**src/design/phased_timeline_event_sequencer_macros.svh**
```systemverilog
// Assertion macros for the phased timeline event sequencer.
// Included by modules that carry concurrent checks.
`ifndef PHASED_TIMELINE_EVENT_SEQUENCER_MACROS_SVH
`define PHASED_TIMELINE_EVENT_SEQUENCER_MACROS_SVH
`ifndef ASSERT_OFF
`define PTS_ASSERT(lbl, clk, rst_n, prop, msg) \
  lbl: assert property (@(posedge clk) disable iff (!rst_n) prop) else $error(msg);
`define PTS_ASSERT_ALWAYS(lbl, clk, prop, msg) \
  lbl: assert property (@(posedge clk) prop) else $error(msg);
`else
`define PTS_ASSERT(lbl, clk, rst_n, prop, msg)
`define PTS_ASSERT_ALWAYS(lbl, clk, prop, msg)
`endif
`endif

```
**src/design/pts_pkg.sv**
```systemverilog
// Shared types and constants for the phased timeline event sequencer.
// No dependencies.
package pts_pkg;
  localparam int MaxPhases = 16;
  localparam int EventsPerPhase = 8;
  localparam int TimeWidth = 24;
  localparam int PhW = $clog2(MaxPhases);
  localparam int EsW = $clog2(EventsPerPhase);
  localparam int SlotW = PhW + EsW;
  localparam int MinDuration = 16;
  localparam int MaxFired = 63;
  localparam int FcW = 6;

  typedef enum logic [2:0] {
    OP_LOAD_DUR = 3'd0, OP_LOAD_EVT = 3'd1, OP_PLAY = 3'd2, OP_PAUSE = 3'd3,
    OP_RESUME = 3'd4, OP_STOP = 3'd5, OP_TICK = 3'd6, OP_NONE = 3'd7
  } op_t;

  typedef enum logic [1:0] {
    MODE_IDLE = 2'd0, MODE_PLAYING = 2'd1, MODE_PAUSED = 2'd2
  } mode_t;

  typedef enum logic [0:0] { CFG_PHASE_COUNT = 1'b0, CFG_SKIP_ALLOWED = 1'b1 } cfg_idx_t;

  typedef enum logic [2:0] {
    ST_IDLE, ST_PHASE, ST_SCAN, ST_EMIT, ST_NEXT, ST_STATUS
  } state_t;

  typedef struct packed {
    logic exec;       // apply non-tick request
    logic phase_start;// compute window for current phase
    logic scan_step;  // advance slot
    logic emit;       // present fired event
    logic next_phase; // commit phase step
    logic status;     // present status item
    logic clr_drop;
  } cmd_t;

  typedef struct packed {
    logic tick_go;    // tick request that moves
    logic phase_end;  // no more work in tick
    logic hit;        // current slot fires
    logic slot_last;
    logic win_final;  // window ends inside phase
    logic out_free;
  } sts_t;
endpackage

```
**src/design/pts_ctrl.sv**
```systemverilog
// Controller FSM for the sequencer: sequences requests, phases and slot scan.
// Depends on pts_pkg and the macros header.
`include "phased_timeline_event_sequencer_macros.svh"
module pts_ctrl
  import pts_pkg::*;
(
  input  logic clk,
  input  logic rst_n,
  input  logic in_fire,
  input  sts_t sts,
  output logic in_ready,
  output cmd_t cmd
);
  state_t state_r, state_nxt;

  always_ff @(posedge clk) begin
    if (!rst_n) state_r <= ST_IDLE;
    else state_r <= state_nxt;
  end

  always_comb begin
    state_nxt = state_r;
    unique case (state_r)
      ST_IDLE: if (in_fire) state_nxt = sts.tick_go ? ST_PHASE : ST_STATUS;
      ST_PHASE: state_nxt = sts.phase_end ? ST_STATUS : ST_SCAN;
      ST_SCAN: begin
        if (sts.hit) state_nxt = ST_EMIT;
        else if (sts.slot_last) state_nxt = ST_NEXT;
      end
      ST_EMIT: if (sts.out_free) state_nxt = sts.slot_last ? ST_NEXT : ST_SCAN;
      ST_NEXT: state_nxt = sts.win_final ? ST_STATUS : ST_PHASE;
      ST_STATUS: if (sts.out_free) state_nxt = ST_IDLE;
      default: state_nxt = ST_IDLE;
    endcase
  end

  always_comb begin
    cmd = '0;
    in_ready = 1'b0;
    unique case (state_r)
      ST_IDLE: begin
        in_ready = 1'b1;
        cmd.exec = in_fire;
        cmd.clr_drop = in_fire;
      end
      ST_PHASE: cmd.phase_start = 1'b1;
      ST_SCAN: cmd.scan_step = !sts.hit;
      ST_EMIT: begin
        cmd.emit = sts.out_free;
        cmd.scan_step = sts.out_free;
      end
      ST_NEXT: cmd.next_phase = 1'b1;
      ST_STATUS: cmd.status = sts.out_free;
      default: ;
    endcase
  end

  `PTS_ASSERT(a_ready_idle, clk, rst_n, in_ready |-> state_r == ST_IDLE, "ready outside idle")
  `PTS_ASSERT(a_accept_leaves, clk, rst_n, in_fire |=> state_r != ST_IDLE, "accept stayed idle")
  `PTS_ASSERT(a_emit_onehot, clk, rst_n, $onehot0({cmd.emit, cmd.status, cmd.exec}), "cmd clash")
endmodule

```
**config.mk**
```make
export PLATFORM = sky130hd
export DESIGN_NAME = pts_ctrl
export DESIGN_NICKNAME = d
export VERILOG_FILES = /design/src/design/pts_pkg.sv /design/src/design/pts_ctrl.sv
export VERILOG_INCLUDE_DIRS = /design/src /design/src/design
export SDC_FILE = /design/constraint.sdc
export NUM_CORES = 1
export LEC_CHECK = 0
export BUFFER_PORTS_ARGS = -buffer_cell sky130_fd_sc_hd__buf_2
export CORE_MARGIN = 8
export CORE_UTILIZATION = 30
export DETAILED_ROUTE_END_ITERATION = 10
export GPL_ROUTABILITY_DRIVEN = 0
export PLACE_DENSITY = 0.66
export SETUP_SLACK_MARGIN = 0.5
export SLEW_MARGIN = 20
export SYNTH_ARGS = -nofsm -noshare
export SYNTH_HDL_FRONTEND = slang
export SYNTH_SLANG_ARGS = --single-unit
```
**constraint.sdc**
```tcl
create_clock -name clk -period 1.6 [get_ports clk]
set_input_delay 0.16 -clock clk [delete_from_list [all_inputs] [get_ports clk]]
set_output_delay 0.16 -clock clk [all_outputs]
set_load 0.05 [all_outputs]
```
==> key figures <==
Status
  – Status: finished clean

Die
  – Die area: 0.002736 mm^2
  – Die Ht: 52.31 um
  – Row Count: 13
  – Core ar.: 0.001269 mm^2
  – Top-level I/O count: 17
  – Chip Width: 52.31 um
  – Initial Utilization: 0.3116

Synth
  – Synthesized net count: 61
  – Register bit count reported by yosys: 3
  – Netlist cell types: 28
  – Leading register cell type out of synthesis: dfxtp_1
  – Fraction of registers with async set/reset: 0
  – Yosys warns: 0
  – Register area share after synthesis: 0.1519
  – Post-synth EDFFs: 0
  – Cell count after synthesis: 52
  – Mapped cell area: 395.4 um^2
  – Syn avg cell area: 7.603 um^2

Cells and area
  – Fin area: 671.9 um^2
  – Area growth, synth to finish: 69.94%
  – Nets: 85
  – Max reg flops: 3
  – Antenna cells: 0
  – Layout cell share with drive strength beyond 1: 0.6800
  – Largest register by flop count: state_r
  – Largest registers: state_r x3

Timing
  – RSZ-0062 raised after global routing: true
  – Setup Skew: 1.189 ps
  – Max transition margin: 0.7787
  – Hold WS: 221.4 ps
  – Final Slew Violations: 0
  – Fin crit period: 1312 ps
  – Hold Vio Cnt, Final: 0
  – Worst-Margin Slew: 327.4 ps
  – Setup-failing EPs final: 0
  – FMAX: 762.4 MHz
  – Fin crit share: 0.8198

Power and ir drop
  – Total power: 1.061 mW
  – Leakage: 0.2865 nW
  – Worst vdd ir: 627.6 uV
  – Power Dens Cells: 1579 mW/mm^2

Flow run
  – MaxCap Viol Count: 0

Global route
  – Met2 usage: 0.1364
  – First-pass GRT wire length: 1697 um
  – GRT busiest layer: met2
  – GR Overflow Total: 0
  – M1 GR Usage: 0.08307
  – GRT Total Usage: 0.07540
  – Vias in the first global route: 425
  – Initial antenna violation count: 0
  – Met3 usage: 0.01989
  – Largest net degree at the start of global routing: 16

Route
  – TritonRoute pass-1 iters: 3
  – Iteration-0 DRC Markers: 4
  – Via count: 456
  – WL per Instance: 11.44 um
  – Residual DRC: 0
  – Post-DR vias/cell: 5.067
  – Detail Route Antenna Nets: 0
  – Final wirelength: 1030 um

Setup path
  – R2r startpoint: state_r[0]
  – CP required: 1440 ps
  – Critical path fanouts, max: 15
  – Worst r2r dst: state_r[1]
  – CP Capture Type: output port
  – CP startpoint kind: flop
  – Arr. time, crit path: 1150 ps
  – Reg2reg path depth: 5
  – Reg-to-reg slack, setup: 300 ps
  – Kind of critical path: flop to output port

CTS
  – Root Driver: clkbuf_4
  – CTS max path bufs: 2
  – CTS tree: yes
  – Clock slew at reported path FFs: 40 ps
  – Clock sinks: 3
  – Clock latency on the worst-skew pair: 230 ps
  – H-tree Lvls: 1
  – CTS Buf Count: 3

Worst hold path
  – Min-Delay Path Class: primary input to flop
  – Worst Min Path Start: rst_n
  – Hold path depth: 2
  – Hold Path Sink: state_r[0]

Placement
  – IO buf count: 16
  – Dpl cell area: 526.8 um^2
  – Detailed Place HPWL: 796.3 um
cell usage after synthesis, types with 2 or more instances:
library cell  count  area (um^2)
dfxtp_1           3        60.06
and2b_2           2        17.52
nand2_1           5        18.77
nor3b_1           2        15.01
a21oi_1           4        20.02
nor2_1            8        30.03
o21ai_0           3        15.01
or2b_2            3        26.28
buf_6             2        22.52
nand2b_1          2        12.51
repair_timing:
action | 4_1_cts | 5_1_grt
setup buffers | 6 | 0
hold buffers | 0 | 0
pin swaps | 2 | 0
setup endpoints to repair | 11 | 11
resized for setup | 24 | 1
power breakdown:
part | internal, mW | switching [mW]
Clock | 0.0931 | 0.0345
Sequential | 0.110 | 0.0630
Combinational | 0.346 | 0.415
Total | 0.549 | 0.512
stage by stage:
step                utilization  setup WS, ps  setup TNS (ps)  cells
CTS                      0.5296         279.7               0     90
global route             0.5296         234.5               0     90
global placement         0.4152         267.7               0     80
detailed placement       0.4152         247.3               0     80
finish                   0.5296         288.3               0     90
floorplan                     -        -35.26          -35.26     52
logic make-up (layout without fill, tap and decap cells):
logic type / Yosys count / after routing / synth area share
muxes: 1 / 1 / 0.02532
AOI/OAI and AO/OA: 13 / 13 / 0.2152
and+or+nand+nor: 31 / 31 / 0.4969
buffers and inverters: 4 / 27 / 0.1108
DFF: 3 / 3 / 0.1519
worst max-delay path: stages, from the launching register on:
cell and delay, ps:
dfxtp_4 390, or2b_4 290, nor2_4 80, buf_6 160
cells in the final DEF (no fill, tap or decap), types with 2 or more instances in the layout:
cell,n
or2b_2,2
buf_4,7
buf_6,6
dfxtp_4,3
and2b_2,2
o21ai_0,2
nor2_4,4
a21oi_1,2
buf_8,2
o21ai_1,2
nor2_1,4
nand2_1,4
buf_2,8
clkbuf_4,3
worst max path at each step:
| stage | start | end | slack, ps |
|---|---|---|---|
| 2_1_floorplan | state_r[2] | cmd[6] | -40 |
| 3_3_place_gp | state_r[1] | state_r[2] | 270 |
| 3_5_place_dp | state_r[1] | state_r[2] | 250 |
| 4_1_cts | state_r[1] | cmd[1] | 280 |
| 5_1_grt | state_r[2] | cmd[6] | 230 |
| 6_report | state_r[1] | cmd[1] | 290 |
metal layers:
metal | up-vias | wire length, um
li1 | 233 | -
met2 | 9 | 549
met5 | - | 0
met1 | 214 | 435
met4 | 0 | 0
met3 | 0 | 45
final cells by class:
cell class                 count  area (um^2)
fill                         117        596.8
multi-input combinational     45        365.4
tap                           15        18.77
sequential                     3        71.32
timing repair buffer          23        190.2
clock buffer                   4        26.28
No activity file was read; power rests on OpenSTA's default activity.
